File: src/sv/txc_pkg.sv
// Shared types, codes and constants of the text console glyph renderer.
package txc_pkg;

    localparam int FONT_BYTES_DEF   = 32768;
    localparam int MAX_GLYPH_WIDTH  = 32;
    localparam int MAX_GLYPH_HEIGHT = 32;
    localparam int QUEUE_DEPTH      = 4;

    localparam logic [7:0] NEWLINE_CODE = 8'h0A;

    typedef enum logic [2:0] {
        CFG_FORE,
        CFG_BACK,
        CFG_WIDTH,
        CFG_HEIGHT,
        CFG_GCOLS,
        CFG_GROWS,
        CFG_SCOL,
        CFG_SROW
    } t_cfg_idx;

    typedef enum logic {
        CMD_FONT = 1'b0,
        CMD_CHAR = 1'b1
    } t_cmd;

    typedef enum logic {
        KIND_ROW    = 1'b0,
        KIND_SCROLL = 1'b1
    } t_kind;

    typedef enum logic [1:0] {
        OP_FONT,
        OP_SCROLL,
        OP_GLYPH
    } t_op;

    typedef enum logic [2:0] {
        B_IDLE,
        B_MUL,
        B_QUOT,
        B_REM,
        B_WRITE,
        B_SCROLL,
        B_ROWS
    } t_back_state;

    typedef struct packed {
        logic        cmd;
        logic [14:0] font_address;
        logic [7:0]  font_byte;
        logic [7:0]  character;
    } t_in_item;

    typedef struct packed {
        logic        kind;
        logic [12:0] pixel_x;
        logic [12:0] pixel_y;
        logic [31:0] row_bits;
        logic [5:0]  row_length;
        logic [31:0] fore_value;
        logic [31:0] back_value;
        logic        last;
    } t_out_item;

    // One classified command from the front to the back.
    typedef struct packed {
        t_op         op;
        logic        scroll;
        logic [12:0] x;
        logic [12:0] y;
        logic [14:0] addr;
        logic [7:0]  data;
    } t_cmd_ent;

    // Glyph geometry and colours as the back uses them.
    typedef struct packed {
        logic [31:0] fore;
        logic [31:0] back;
        logic [5:0]  cols;
        logic [5:0]  rows;
        logic [2:0]  bpr;
    } t_glyph_cfg;

endpackage

File: src/sv/txc_front.sv
// Front end: configuration registers, cursor tracking and command classification.
module txc_front
    import txc_pkg::*;
(
    input  logic       i_clk,
    input  logic       i_rst_n,
    input  logic       i_valid,
    output logic       o_stall,
    input  t_in_item   i_data,
    input  logic       i_cfg_valid,
    output logic       o_cfg_ready,
    input  logic [2:0] i_cfg_index,
    input  logic [31:0] i_cfg_data,
    input  logic       i_q_full,
    output logic       o_q_push,
    output t_cmd_ent   o_q_data,
    output t_glyph_cfg o_cfg
);

    function automatic logic [5:0] eff_dim(input logic [5:0] v, input int unsigned lim);
        if (v == 6'd0) return 6'd1;
        if (32'(v) > lim) return 6'(lim);
        return v;
    endfunction

    logic [31:0] r_fg, r_bg;
    logic [12:0] r_sw, r_sh;
    logic [5:0]  r_gc, r_gr;
    logic [11:0] r_sc;
    logic [12:0] r_cx, r_cy;
    logic [12:0] n_cx, n_cy;

    logic        accept;
    logic        cfg_we;
    logic [5:0]  gw, gh;
    logic [12:0] wrap_y, sat_y, gx, gy;
    logic        scr;
    t_cmd_ent    ent;

    assign gw          = eff_dim(r_gc, MAX_GLYPH_WIDTH);
    assign gh          = eff_dim(r_gr, MAX_GLYPH_HEIGHT);
    assign accept      = i_valid && !i_q_full;
    assign cfg_we      = i_cfg_valid && o_cfg_ready;
    assign o_cfg_ready = 1'b1;
    assign o_stall     = i_q_full;

    assign o_cfg.fore = r_fg;
    assign o_cfg.back = r_bg;
    assign o_cfg.cols = gw;
    assign o_cfg.rows = gh;
    assign o_cfg.bpr  = 3'((7'(gw) + 7'd7) >> 3);

    always_comb begin
        n_cx     = r_cx;
        n_cy     = r_cy;
        ent      = '0;
        o_q_push = 1'b0;
        gx       = r_cx;
        gy       = r_cy;
        scr      = 1'b0;
        wrap_y   = r_cy + 13'(gh);
        sat_y    = (r_sh > 13'(gh)) ? (r_sh - 13'(gh)) : 13'd0;
        if (accept) begin
            if (i_data.cmd == CMD_FONT) begin
                o_q_push = 1'b1;
                ent.op   = OP_FONT;
                ent.addr = i_data.font_address;
                ent.data = i_data.font_byte;
            end else if (i_data.character == NEWLINE_CODE) begin
                n_cx = 13'(r_sc);
                n_cy = wrap_y;
                if (({1'b0, wrap_y} + 14'(gh)) > {1'b0, r_sh}) begin
                    o_q_push = 1'b1;
                    ent.op   = OP_SCROLL;
                    n_cy     = sat_y;
                end
            end else begin
                // Wrap first, then scroll if the glyph would pass the bottom.
                if (({1'b0, r_cx} + 14'(gw)) >= {1'b0, r_sw}) begin
                    gx = 13'(r_sc);
                    gy = wrap_y;
                end
                scr = ({1'b0, gy} + 14'(gh)) > {1'b0, r_sh};
                if (scr) begin
                    gx = 13'(r_sc);
                    gy = sat_y;
                end
                o_q_push   = 1'b1;
                ent.op     = OP_GLYPH;
                ent.scroll = scr;
                ent.x      = gx;
                ent.y      = gy;
                ent.data   = i_data.character;
                n_cx       = gx + 13'(gw);
                n_cy       = gy;
            end
        end
        if (cfg_we && (i_cfg_index == CFG_SCOL)) begin
            n_cx = 13'(i_cfg_data[11:0]);
        end
        if (cfg_we && (i_cfg_index == CFG_SROW)) begin
            n_cy = 13'(i_cfg_data[11:0]);
        end
    end

    assign o_q_data = ent;

    always_ff @(posedge i_clk) begin
        if (!i_rst_n) begin
            r_fg <= 32'hFFFF_FFFF;
            r_bg <= 32'd0;
            r_sw <= 13'd640;
            r_sh <= 13'd480;
            r_gc <= 6'd8;
            r_gr <= 6'd16;
            r_sc <= 12'd0;
            r_cx <= 13'd0;
            r_cy <= 13'd0;
        end else begin
            r_cx <= n_cx;
            r_cy <= n_cy;
            if (cfg_we) begin
                case (t_cfg_idx'(i_cfg_index))
                    CFG_FORE:   r_fg <= i_cfg_data;
                    CFG_BACK:   r_bg <= i_cfg_data;
                    CFG_WIDTH:  r_sw <= i_cfg_data[12:0];
                    CFG_HEIGHT: r_sh <= i_cfg_data[12:0];
                    CFG_GCOLS:  r_gc <= i_cfg_data[5:0];
                    CFG_GROWS:  r_gr <= i_cfg_data[5:0];
                    CFG_SCOL:   r_sc <= i_cfg_data[11:0];
                    default: begin
                    end
                endcase
            end
        end
    end

endmodule

File: config.mk
export PLATFORM = sky130hd
export DESIGN_NAME = txc_front
export DESIGN_NICKNAME = d
export VERILOG_FILES = /design/src/sv/txc_pkg.sv /design/src/sv/txc_front.sv
export SDC_FILE = /design/constraint.sdc
export NUM_CORES = 1
export LEC_CHECK = 0
export BUFFER_PORTS_ARGS = -buffer_cell sky130_fd_sc_hd__buf_2
export CORE_ASPECT_RATIO = 1.4
export CORE_MARGIN = 8
export CORE_UTILIZATION = 39
export DETAILED_ROUTE_END_ITERATION = 12
export PLACE_DENSITY = 0.71
export SLEW_MARGIN = 40
export SYNTH_ARGS = -nofsm -noshare
export SYNTH_HDL_FRONTEND = slang
export SYNTH_SLANG_ARGS = --single-unit
File: constraint.sdc
create_clock -name i_clk -period 30.1 [get_ports i_clk]
set_input_delay 6.02 -clock i_clk [delete_from_list [all_inputs] [get_ports i_clk]]
set_output_delay 6.02 -clock i_clk [all_outputs]
set_load 0.05 [all_outputs]
After elaboration in Yosys (flattened, before gate mapping)
Index checks and enable logic that the tools add are counted.

cells by class
  add/sub/neg operators = 7
  reduce and logical (&&, ||, !) cells = 23
  bitwise gates (word level) = 1
  $lt $le $gt $ge = 6
  multiplexer cells = 47
  equal/unequal tests = 8

operators with widths
  kind                                                   count
  two-way mux 13 bit                                     14
  two-way mux 12 bit                                     6
  two-way mux 27 bit                                     2
  two-way mux 52 bit                                     1
  two-way mux 6 bit                                      8
  adder 13 x 6 -> 14 bit                                 3
  greater-than comparator 14 x 13 -> 1 bit               2
  adder 13 x 6 -> 13 bit                                 2
  AND reduction 2 bit                                    10
  two-way mux 8 bit                                      2
  two-way mux 15 bit                                     1
  >= comparator 14 x 13 -> 1 bit                         1
  greater-than comparator 13 x 6 -> 1 bit                1
  subtractor 13 x 6 -> 13 bit                            1
  == test 3 bit (second input constant)                  4
  greater-than comparator 6 bit (second input constant)  2
  zero test 6 bit                                        2
  two-way mux 1 bit                                      11
  == test 8 x 4 -> 1 bit (second input constant)         1
  nonzero test 2 bit                                     4
  adder 6 x 3 -> 6 bit (second input constant)           1
  == test 3 x 2 -> 1 bit (second input constant)         2
  two-way mux 2 bit                                      2
  OR reduction 2 bit                                     2
  other kinds (5)                                        7

storage, ports and cells
  output and inout bits = 134
  bits in registers = 140

Depth between registers and ports, before layout
  depth in word-level cells = 22
  depth in mapped cells = 53
  depth with buffers taken out = 49

Worst setup path after synthesis
OpenSTA, ideal clock, no wires.

  path type = register to output
  start point = reg r_gc[1]
  end point = out o_q_data[24] (netlist bit)
  arrival = 8.779 ns
  required time = 24.080 ns
  path slack = 15.301 ns
  cell stages (with the launch flop) = 39
  path buffers = 2
  cell sequence = dfxtp_1 nor4_1 nor2_1 nor2_1 ha_1 a211oi_1 o21ai_0 a21o_1 nand4_1 xnor2_1 ha_1 a21o_1 a21oi_1 o21a_1 o31a_1 buf_2 nand2_1 clkbuf_1 [3 not listed] fa_1 nor2b_1 o21ai_0 a21boi_0 o21ai_0 nand2b_1 a21boi_0 nand2_1 xor2_1 ha_1 nand4_1 or2_1 o32a_1 a21boi_1 a41oi_4 a21boi_4 mux2_2 nor2_1

RTL lines
  what                    line              source
  from (decl)             txc_front.sv:28   logic [5:0] r_gc, r_gr;
  from (signal assigned)  txc_front.sv:128  CFG_GCOLS: r_gc <= i_cfg_data[5:0];
  to (decl)               txc_front.sv:16   output t_cmd_ent o_q_data,

==> results.md <==
- Initial Util: around two fifths
- Outcome: finished clean
- Post-CTS setup buffers: 0
- Category of the most critical setup path: flop to output pin
- Ant diodes: 0
- WL/cell: 19.0 um
- Ports: 206
- Row count: 70
- Post-synth EDFFs: 0
- Post-synthesis mux area share: 5.40%
- Final Util: 46.0%
- Hold slack: 0.464 ns
- Die X: 153 um
- Hold Vio Cnt, Final: 0
- Layout Nets: 1635
- CTS tree: built
- Starting DRT DRC Count: 550
- Die Span Y: roughly 210 um
- Total Power: 530 uW
- Area contributors post-synth: dfxtp_1, nand2_1, ha_1
- Area share of the largest cell type after synthesis: a little over a quarter
- Adder-cell share of the synthesized area: 10.3%
- Commonest cells post-synth: nand2_1, dfxtp_1, nor2_1
- Drc violations: 0
- Final min period: 15.97 ns
- Setup Total Neg Slack: 0 ns
- RePlAce Congestion: just under 1
- Worst Tran Pin Value: 0.878 ns
- CP startpoint kind: flop
- Worst Path Arrival: 9.95 ns
- Place WS: 14.69 ns
- Max Freq: approximately 63 MHz
- GRT overflow: 0
- Hold worst-path end: r_bg[5]
- Synthesized instance count: ~1300
- Vias: 10100
- Worst relative slew slack: roughly two fifths
- Placed cells: 1787
- Final setup violation count: 0
- Port Buf Inserts: 204
- Setup Skew: 0.00978 ns
- CP max stage delay: 0.56 ns
- Reg2reg path depth: 46
- Vias in the first global route: 10100
- Number of vias per cell: between 5 and 6
- Final-report max-slew violation count: 0
- Largest net degree at the start of global routing: 75
- Static Leak: 5.37 nW
- Finished Cell Area: 12000 sq um
- Clk_lat worst skew: 0.43 ns
- Clock Pin Slew Worst Setup and Hold Paths: around 0.060 ns
- Power density over cell area: between 40 and 50 nW/um^2
- CP max-delay cell: dfxtp_1
- Number of iterations in the first detailed-routing pass: 5
- Non-filler cells, final: 1819
- First-pass GRT wire length: 54600 um
- Final Cycle Share: 53.1%
- Synth Warn #: 0
- Root Buffer: clkbuf_16
- Worst-path fanout max: 27
- Mapped cell area: slightly above 10000 sq um
- Yosys reg bits: 140
- Yosys top cell by area: dfxtp_1
- Most common cell in the synthesized netlist: nand2_1
- Maximum buffer depth of the clock tree: 2
- Worst r2r src: r_gc[5]
- Clock sink total: 140
- Synth Flop Type: dfxtp_1
- H-tree depth: 4
- CTS hold repair buffers: 0
- Initial antenna violation count: 0
- P&R area growth vs syn: 16.8%
- Post-route ant nets: 0
- Hold crit path type: flop to flop
- Synth cell types: 83
- Reg2Reg Setup Slack: 18.47 ns
- RSZ-0062 raised after global routing: no
- Final setup slack of the worst path: 14.13 ns
- Post-CTS sizing: 0
- Hold_sp: r_bg[5]
- CTS buffer count: 17
- Max-Cap Viols: 0
- Synth Area in Compound Gates: 21.7%
- Sequential element share of the synthesized area: 27.3%
- Hold depth: 2
- Layout cell share with drive strength beyond 1: a little under a fifth
- DP Area: 11400 sq um
- Synth Area in Simple Gates: between 20% and 30%
- Crit Reg-Reg Endpoint: r_cx[8]
- Final HPWL DP: 26400 um
- Total Die Area: 31800 sq um
- Total Wirelength: 34500 um
- Synth Area in XOR/XNOR: 5.46%
- Max VDD drop: 0.0375 mV
- CORE AREA: ~26000 sq um
- CP Capture Type: output pin
- Gr usage total: 21.3%
- Main combinational cell family by area after synthesis: simple AND/OR/NAND/NOR gates
- Syn nets: 1489
- CP required: 24.08 ns
- Syn_area_per_cell: 7.67 sq um
- Async SR Flop Fraction: 0%
==> where the power goes <==
| part | switching [mW] | internal (mW) |
|---|---|---|
| combinational | 0.0847 | 0.0457 |
| clock | 0.0936 | 0.108 |
| sequential | 0.00660 | 0.191 |
| total | 0.185 | 0.345 |
==> worst max-delay path, delay by kind of cell (launching register included) <==
| kind | cells | cell delay [ns] |
|---|---|---|
| mux | 1 | 0.51 |
| flops | 1 | 0.56 |
| buf+inv | 2 | 0.26 |
| xor+xnor | 2 | 0.36 |
| compound gates | 16 | 3.79 |
| fa+ha+maj | 6 | 1.81 |
| simple gates | 10 | 2.21 |
==> flip-flops by register name, summed over array words and instances (netlist names) <==
signal and flops:
r_gc 6, r_fg 32, r_sh 13, r_cy 13, r_bg 32, r_cx 13, r_sc 12, r_sw 13
r_gr 6
==> metal layers <==
layer	share of wire (%)	track usage [%]	vias to the layer above
li1	-	-	4934
met1	40	23.6	4755
met2	52	38.9	309
met3	4.6	3.31	85
met4	4.1	10.5	0
met5	0	0	-
==> how the worst max path moves through the flow <==
stage	startpoint	to	slack, ns
global route	r_gc[1]	o_q_data[37]	13.34
detailed placement	r_gc[5]	o_q_data[37]	14.69
global placement	r_gc[5]	o_q_data[24]	14.88
finish	r_gc[5]	o_q_data[37]	14.13
CTS	r_gc[5]	o_q_data[37]	14.19
floorplan	r_gc[1]	o_q_data[24]	15.30
==> cell families (layout without fill, tap and decap cells) <==
family                   Yosys count  count (layout)
AO/OA/AOI/OAI                    308             308
XOR/XNOR                          63              63
adder cells (fa/ha/maj)           81              81
buffers and inverters            141             300
flip-flops                       140             140
multiplexers                      53              53
other                              1               1
AND/OR/NAND/NOR                  549             549
==> final cells by class <==
class | count | area [sq um]
timing repair buffer | 211 | 1080
multi-input combinational | 1055 | 6910
inverter | 57 | 214
tap | 324 | 405
clock buffer | 18 | 429
sequential | 140 | 2800
clock inverter | 14 | 128
fill | 2623 | 14000
==> placed cells by master (no fill, tap or decap), drive strengths merged, types with 11 or more instances in the layout <==
cell type,n
a21oi,52
nor2,92
mux2i,38
a211oi,15
nor3,16
dfxtp,140
xor2,20
a21o,18
nand2,276
nand3,53
nor2b,25
a21boi,75
o21ai,42
o211ai,25
nand4,11
xnor2,43
mux2,15
and2,28
ha,75
buf,211
clkbuf,18
inv,65
o21a,12
and3,11
No activity file was read; power rests on OpenSTA's default activity.
