**src/sv/txc_pkg.sv**
```systemverilog
// Shared types, codes and constants of the text console glyph renderer.
package txc_pkg;

    localparam int FONT_BYTES_DEF   = 32768;
    localparam int MAX_GLYPH_WIDTH  = 32;
    localparam int MAX_GLYPH_HEIGHT = 32;
    localparam int QUEUE_DEPTH      = 4;

    localparam logic [7:0] NEWLINE_CODE = 8'h0A;

    typedef enum logic [2:0] {
        CFG_FORE,
        CFG_BACK,
        CFG_WIDTH,
        CFG_HEIGHT,
        CFG_GCOLS,
        CFG_GROWS,
        CFG_SCOL,
        CFG_SROW
    } t_cfg_idx;

    typedef enum logic {
        CMD_FONT = 1'b0,
        CMD_CHAR = 1'b1
    } t_cmd;

    typedef enum logic {
        KIND_ROW    = 1'b0,
        KIND_SCROLL = 1'b1
    } t_kind;

    typedef enum logic [1:0] {
        OP_FONT,
        OP_SCROLL,
        OP_GLYPH
    } t_op;

    typedef enum logic [2:0] {
        B_IDLE,
        B_MUL,
        B_QUOT,
        B_REM,
        B_WRITE,
        B_SCROLL,
        B_ROWS
    } t_back_state;

    typedef struct packed {
        logic        cmd;
        logic [14:0] font_address;
        logic [7:0]  font_byte;
        logic [7:0]  character;
    } t_in_item;

    typedef struct packed {
        logic        kind;
        logic [12:0] pixel_x;
        logic [12:0] pixel_y;
        logic [31:0] row_bits;
        logic [5:0]  row_length;
        logic [31:0] fore_value;
        logic [31:0] back_value;
        logic        last;
    } t_out_item;

    // One classified command from the front to the back.
    typedef struct packed {
        t_op         op;
        logic        scroll;
        logic [12:0] x;
        logic [12:0] y;
        logic [14:0] addr;
        logic [7:0]  data;
    } t_cmd_ent;

    // Glyph geometry and colours as the back uses them.
    typedef struct packed {
        logic [31:0] fore;
        logic [31:0] back;
        logic [5:0]  cols;
        logic [5:0]  rows;
        logic [2:0]  bpr;
    } t_glyph_cfg;

endpackage

```
**src/sv/txc_queue.sv**
```systemverilog
// Short command queue between the front end and the glyph back end.
module txc_queue
    import txc_pkg::*;
(
    input  logic     i_clk,
    input  logic     i_rst_n,
    input  logic     i_push,
    input  t_cmd_ent i_data,
    input  logic     i_pop,
    output logic     o_full,
    output logic     o_empty,
    output t_cmd_ent o_data
);

    localparam int PW = $clog2(QUEUE_DEPTH);

    t_cmd_ent      r_mem [QUEUE_DEPTH];
    logic [PW-1:0] r_wr, r_rd;
    logic [PW:0]   r_cnt;
    logic [PW:0]   n_cnt;

    assign o_full  = (r_cnt == (PW+1)'(QUEUE_DEPTH));
    assign o_empty = (r_cnt == '0);
    assign o_data  = r_mem[r_rd];
    assign n_cnt   = r_cnt + (PW+1)'(i_push) - (PW+1)'(i_pop);

    always_ff @(posedge i_clk) begin
        if (i_push) begin
            r_mem[r_wr] <= i_data;
        end
    end

    always_ff @(posedge i_clk) begin
        if (!i_rst_n) begin
            r_wr  <= '0;
            r_rd  <= '0;
            r_cnt <= '0;
        end else begin
            r_cnt <= n_cnt;
            if (i_push) begin
                r_wr <= r_wr + PW'(1);
            end
            if (i_pop) begin
                r_rd <= r_rd + PW'(1);
            end
        end
    end

endmodule

```
**config.mk**
```make
export PLATFORM = sky130hd
export DESIGN_NAME = txc_queue
export DESIGN_NICKNAME = d
export VERILOG_FILES = /design/src/sv/txc_pkg.sv /design/src/sv/txc_queue.sv
export SDC_FILE = /design/constraint.sdc
export NUM_CORES = 1
export LEC_CHECK = 0
export BUFFER_PORTS_ARGS = -buffer_cell sky130_fd_sc_hd__buf_4
export CAP_MARGIN = 20
export CORE_MARGIN = 2
export CORE_UTILIZATION = 40
export CTS_BUF_LIST = sky130_fd_sc_hd__clkbuf_8
export CTS_CLUSTER_SIZE = 24
export DETAILED_ROUTE_END_ITERATION = 8
export GPL_TIMING_DRIVEN = 0
export PLACE_DENSITY_LB_ADDON = 0.1
export SLEW_MARGIN = 40
export SYNTH_ARGS = -nofsm -noshare
export SYNTH_HDL_FRONTEND = slang
export SYNTH_SLANG_ARGS = --single-unit
```
**constraint.sdc**
```tcl
create_clock -name i_clk -period 2.2 [get_ports i_clk]
set_input_delay 0.22 -clock i_clk [delete_from_list [all_inputs] [get_ports i_clk]]
set_output_delay 0.22 -clock i_clk [all_outputs]
set_load 0.02 [all_outputs]
```
### Word-level counts from Yosys, hierarchy flattened

Memories as Yosys holds them, arrays and structs flattened. A register that Yosys moved wholly into a read port is not among the register bits.
Index checks and enable logic that the tools add are counted.

| word-level totals | value |
|---|---|
| bits in writable memories | 208 |
| bits in registers | 7 |
| memories kept | 1 |
| output and inout port bits | 54 |

| operators by class | value |
|---|---|
| add/subtract/negate cells | 4 |
| equal/unequal tests | 1 |
| muxes and demuxes | 4 |
| reductions and logical operators | 1 |

Memory list:

| memory | words | bits a word | rd ports | clocked after Yosys merged registers in | wr ports | line | source |
|---|---|---|---|---|---|---|---|
| r_mem | 4 | 52 | 1 | 1 | 1 | txc_queue.sv:17 | `t_cmd_ent r_mem [QUEUE_DEPTH];` |

Operators with widths:

| cell | count |
|---|---|
| 2-bit by 1-bit adder with 2-bit output, second input constant | 2 |
| 2-bit two-way mux | 2 |
| 3-bit by 1-bit adder with 3-bit output | 1 |
| 3-bit equality test, second input constant | 1 |
| 3-bit logical NOT | 1 |
| 3-bit by 1-bit subtractor with 3-bit output | 1 |
| 1-bit two-way mux | 2 |

### Longest topological paths before layout

Gate-level depths: netlist of the first run.

| logic depth | value |
|---|---|
| depth in word-level cells | 3 |
| mapped depth | 7 |

### Worst setup path before layout of the first run

No wires, ideal clock.

| timing | value |
|---|---|
| path kind | register to register |
| from | register r_wr[0] |
| to | memory r_mem[2][0] (netlist name), enable pin |
| clock period less this slack | 2.194 ns |
| data required time | 1.785 ns |
| stages on the path, launching flop included | 4 |
| slack | 0.006 ns |
| path buffers | 0 |
| arrival time | 1.779 ns |
| cells stage by stage | dfxtp_1 > inv_1 > ha_1 > and2_1 |

RTL lines:

| item | line | source |
|---|---|---|
| start: declaration | txc_queue.sv:18 | `logic [PW-1:0] r_wr, r_rd;` |
| start signal: assignment | txc_queue.sv:41 | `r_wr <= r_wr + PW'(1);` |
| end: declaration | txc_queue.sv:17 |  |

No word-level cell before the write port.

==> results of run 1 <==
-- cells in the final DEF, fill, tap and decap left out --
| master | instances |
|---|---|
| xor3_1 | 1 |
| dlygate4sd3_1 | 54 |
| and3_1 | 1 |
| clkbuf_4 | 2 |
| buf_12 | 9 |
| nand3b_1 | 1 |
| mux4_1 | 2 |
| ha_1 | 6 |
| a21bo_2 | 1 |
| clkinv_1 | 15 |
| dfxtp_1 | 7 |
| clkbuf_8 | 37 |
| fa_1 | 1 |
| dfxtp_2 | 2 |
| a21oi_1 | 1 |
| inv_1 | 13 |
| mux2i_1 | 1 |
| edfxtp_1 | 208 |
| clkinv_2 | 1 |
| mux4_2 | 50 |
| and2_1 | 2 |
| nor2_1 | 5 |
| xnor2_1 | 2 |
| nor3_1 | 1 |
| buf_8 | 1 |
| buf_4 | 112 |
| and2_4 | 4 |
-- cells by family after synthesis --
group	share of synthesized area, %
mux	14.8
compound gates	0.187
simple gates	0.938
flops	80.2
xor+xnor	0.516
buf+inv	2.08
fa+ha+maj	1.19
-- worst max-delay path, delay by kind of cell, from the launching register on --
kind	cells	cell delay [ns]
multiplexers	1	0.54
buffers and inverters	3	0.50
flip-flops	1	0.33
-- what timing repair did --
item	in CTS	in global routing
hold buffers	54	0
gates resized for setup	3	5
hold endpoints to repair	211	0
setup endpoints to repair	50	34
-- registers in the layout (all words and copies together) (netlist names), named ones only --
register / flops
r_mem: 208
r_cnt: 3
r_rd: 2
r_wr: 2
-- per-stage QoR --
stage | cells | power (mW) | worst slack, ns
floorplan | 315 | 5.58 | 0.00586
global placement | 689 | 6.07 | -1.15
detailed placement | 693 | 6.10 | 0.366
CTS | 805 | 9.22 | -0.0351
global route | 805 | 9.48 | 0.0103
finish | 805 | 9.05 | 0.110
-- metal layers --
metal,vias to the layer above,wire [µm]
met1,1955,6290
met5,-,0
li1,1745,-
met3,21,835
met2,101,7560
met4,0,263
-- final cells by class --
type	instances	area share [%]
flip-flops and latches	217	61.8
repair buffers	167	13.8
multi-input cells	79	13.7
clock buffers	37	4.90
well taps	265	3.19
plain buffers	11	1.47
clock inverters	22	0.806
inverters	7	0.253
-- final timing paths --
check             depth (start not counted)  slack (ns)         end
setup / recovery                          4        0.11  o_data[34]
hold / removal                            3        0.03     r_wr[1]
setup reg to reg                          7        0.45    r_cnt[2]
hold reg to reg                           2        0.56   flip-flop
-- power groups by stage --
stage / registers (mW) / logic, mW / clock network (mW)
floorplan: 4.88 / 0.706 / 0
global placement: 4.89 / 1.18 / 0
detailed placement: 4.89 / 1.22 / 0
CTS: 4.81 / 1.30 / 3.11
global route: 4.82 / 1.37 / 3.29
finish: 4.80 / 1.27 / 2.97
==> results.toml, run 1 <==
[clock_tree]
htreeDepth = 2
cts_made_buffers = 37
postCtsSetupBuffers = 0
clk_pin_slew_ns = 0.06
clock_latency_ns = 0.50
clock-sinks = 217
clock-root-buffer = "clkbuf_8"
clk_path_buf_depth = 3
tritoncts = "built"

[routing]
drtAntennaViolNets = 0
viasPerCell = 4.75
drc = 0
first_iter_violations = 140
first_pass_iters = 6
wl_per_cell_um = 18.6
drt_wl_total_um = 14900
vias = 3822

[sta]
relSlewSlack_pct = 69.5
setup_viol = 0
fin_skew_ns = 0.0163
rsz0062_at_grt = "no"
drv_slew = 0
tightest_slew_ns = 0.457
setup_tns_ns = 0
finalCritPeriodShare_pct = 95.0
finalHoldViolCount = 0
min_period_ns = 2.09
whs_ns = 0.0343
fmax_mhz = 479

[pwr]
p_per_area_nw_per_um2 = 870
power.share.switching_pct = 23.3
leakage_nw = 3.61
seqPwrFrac_pct = 53.1
ir_worst_vdd_uv = 553
clkPwrFrac_pct = 32.9
p_switching_mw = 2.11
p_comb_share_pct = 14.0
p_int_mw = 6.94

[layout]
syn_to_final_growth_pct = 29.8
multi_input_area_um2 = 1430
fill_cells = 1617
antenna_cells = 0
final_util_pct = 53.2
fin_area_um2 = 10400
drive_gt1_share_pct = 40.6
seqCellArea_um2 = 6430
nNetsFinal = 583

[critical_path]
arrival_ns = 1.87
crit_path_top_delay_cell = "mux4_2"
max_stage_delay_ns = 0.54
path_cells = "buf_8, buf_12, mux4_2, buf_4"
r2r-start = "r_cnt[0]"
worstPathRequired_ns = 1.98
crit_fanout = 10
critPathCaptureType = "primary output"
cp-start-kind = "flip-flop"
critPathKind = "flip-flop to primary output"

[synth]
synth_seq_area_share_pct = 80.3
syn_nets = 378
ys_ff_latch = 217
ys_async_sr_fraction_pct = 0
synthTopCellsByCount = "edfxtp_1, mux4_2, dfxtp_1"
syn_area_per_cell_um2 = 25.4
yosys_warnings = 0
synthMostInstantiatedCell = "edfxtp_1"
synth_area_leader_cell = "edfxtp_1"
synth_enable_flop_cells = 208
yosys.cell_types.count = 21
netlist_instances = 315
synthTopCellsByArea = "edfxtp_1, mux4_2, dfxtp_1, buf_12, ha_1"
syn_area_um2 = 8010
yosys_most_used_dff = "edfxtp_1"
yosysTopAreaCellShare_pct = 78.0

[run_status]
status = "finished, final reports clean"

[grt]
met2_usage_pct = 25.0
grtUsageMet1_pct = 18.1
grt_max_degree = 30
grt_pass1_vias = 4382
grt_pass1_wl_um = 23700
met3_usage_pct = 4.29
grt_busiest_layer = "met2"
grt_usage_pct = 14.7
overflow = 0
grt_antenna_before_repair = 0

[place]
post_dp_cell_area_um2 = 9250
io_buffers = 109
hpwl_um = 8600
gp_congestion = 0.675

[worst_hold_path]
hold_start = "i_push"
hold_class = "primary input to flip-flop"

[floorplan]
core_area_um2 = 19500
rows = 51
start_util_pct = 41.0
die_h_um = 145
ios = 110
die_x_um = 145
dieArea_um2 = 21200

[job]
cap_violations = 0
Note: power is estimated with default switching activity, not from simulation.
==> inputs of run 2 (changes only) <==
==> constraint.sdc (replaced) <==
create_clock -name i_clk -period 2.2 [get_ports i_clk]
set_input_delay 0.33 -clock i_clk [delete_from_list [all_inputs] [get_ports i_clk]]
set_output_delay 0.33 -clock i_clk [all_outputs]
set_load 0.02 [all_outputs]
==> run 2 against run 1 <==
Net effect: sequential cell count did not move; worst hold slack got worse by 0.00051 ns; first-iteration DRC count rose by 7.9%; sequential share of layout area fell by 0.47 points; core utilization rose by 0.41 points; critical path depth did not move; clock skew fell by 0.0039 ns; maximum frequency fell by 4.5%; worst setup slack got worse by 0.099 ns; die area did not move; largest power group unchanged.
==> results.toml, run 2 (synthesis results as in run 1) <==
[clock_tree]
htreeDepth = 2
cts_made_buffers = 37
clock-root-buffer = "clkbuf_8"
postCtsSetupBuffers = 0
clock-sinks = 217
clock_latency_ns = 0.50
clk_pin_slew_ns = 0.06
clk_path_buf_depth = 3
tritoncts = "built"

[layout]
final_cell_mix = "edfxtp_1, buf_4, mux4_2, buf_6, dlygate4sd3_1"
antenna_cells = 0
fin_area_um2 = 10500
final_util_pct = 53.7
drive_gt1_share_pct = 41.7
top_register = "r_mem"
fill_cells = 1599
stdcell_count = 792
syn_to_final_growth_pct = 30.8
nNetsFinal = 570
final_common_cell = "edfxtp_1"
reg.largest.list = "r_mem: 208 flops, r_cnt: 3 flops"
largest_reg_flops = 208

[routing]
first_iter_violations = 151
viasPerCell = 4.79
first_pass_iters = 6
wl_per_cell_um = 18.8
drtAntennaViolNets = 0
drt_wl_total_um = 14900
vias = 3797
drc = 0

[floorplan]
die_x_um = 145
dieArea_um2 = 21200
rows = 51
start_util_pct = 41.0
core_area_um2 = 19500
die_h_um = 145
ios = 110

[critical_path]
critPathKind = "flip-flop to primary output"
reg2reg_slack_ns = 0.45
worstPathRequired_ns = 1.87
arrival_ns = 1.86
critPathCaptureType = "primary output"
crit_fanout = 10
cp-start-kind = "flip-flop"
r2r-start = "r_cnt[0]"

[sta]
drv_slew = 0
tightest_slew_ns = 0.461
finalHoldViolCount = 0
relSlewSlack_pct = 69.3
setup_viol = 0
fin_ws_ns = 0.0111
min_period_ns = 2.19
fmax_mhz = 457
fin_skew_ns = 0.0124
rsz0062_at_grt = "yes"
finalCritPeriodShare_pct = 99.5

[place]
io_buffers = 109
hpwl_um = 8600
place_ws_ns = 0.256
place_inst = 693
post_dp_cell_area_um2 = 9250
gp_congestion = 0.675

[worst_hold_path]
hold_class = "primary input to flip-flop"
hold_start = "i_data[24]"

[grt]
grt_pass1_wl_um = 23600
grt_antenna_before_repair = 0
grt_max_degree = 30
grt_pass1_vias = 4338
overflow = 0
grt_usage_pct = 14.6

[pwr]
ir_worst_vdd_uv = 552
finalPower_mw = 9.16
leakage_nw = 3.63
p_per_area_nw_per_um2 = 874

[job]
cap_violations = 0

[run_status]
status = "finished, final reports clean"
[run 2: cell count changes in the layout (fill, tap and decap cells not counted)]
cell	change
dlygate4sd3_1	-14
buf_16	+1
buf_12	+1
clkbuf_4	-2
buf_8	-1
buf_6	+50
buf_4	-48
[run 2: critical path: stages (launching register included)]
cell     delay [ns]
dfxtp_2        0.34
buf_12         0.16
buf_12         0.16
mux4_2         0.54
buf_6          0.16
[run 2: where the power goes]
| part | internal [mW] | total (mW) | leakage [nW] | switching, mW |
|---|---|---|---|---|
| clock network | 1.54 | 2.98 | 0.325 | 1.44 |
| logic | 0.726 | 1.37 | 1.31 | 0.643 |
| registers | 4.75 | 4.81 | 1.99 | 0.0542 |
[run 2: metrics by stage]
stage          TNS [ns]  hold WS [ns]
2_1_floorplan         0         0.429
3_3_place_gp    -236.19         0.516
3_5_place_dp          0         0.532
4_1_cts          -0.839      0.000666
5_1_grt           -2.54      0.000433
6_report              0        0.0337
[run 2: final cells by class]
class	instances	area, µm²	share of cell area, %
buffer	11	158	1.50
tap	265	332	3.16
inverter	7	26.3	0.251
multi-input combinational	79	1430	13.6
timing repair buffer	154	1510	14.5
sequential	217	6430	61.4
clock inverter	22	83.8	0.800
clock buffer	37	509	4.86
[run 2: per-layer routing]
layer	share of wire (%)	GRT usage, %	vias to the layer above
met4	1.9	5.25	0
met1	42	18.0	1950
met5	0	0	-
met2	51	24.7	107
li1	-	-	1717
met3	5.6	4.39	23
[run 2: repair_timing]
item	in CTS	in global routing
endpoints found under the setup margin	50	50
resized for setup	52	8
cloned	1	0
hold buffers	39	1
hold endpoints to repair	134	1
[run 2: path summary, 6_finish.rpt]
path,end,depth (start not counted)
max,o_data[47],4
min,r_mem[0][24],1
max reg2reg,r_cnt[2],7
min reg2reg,flip-flop,2
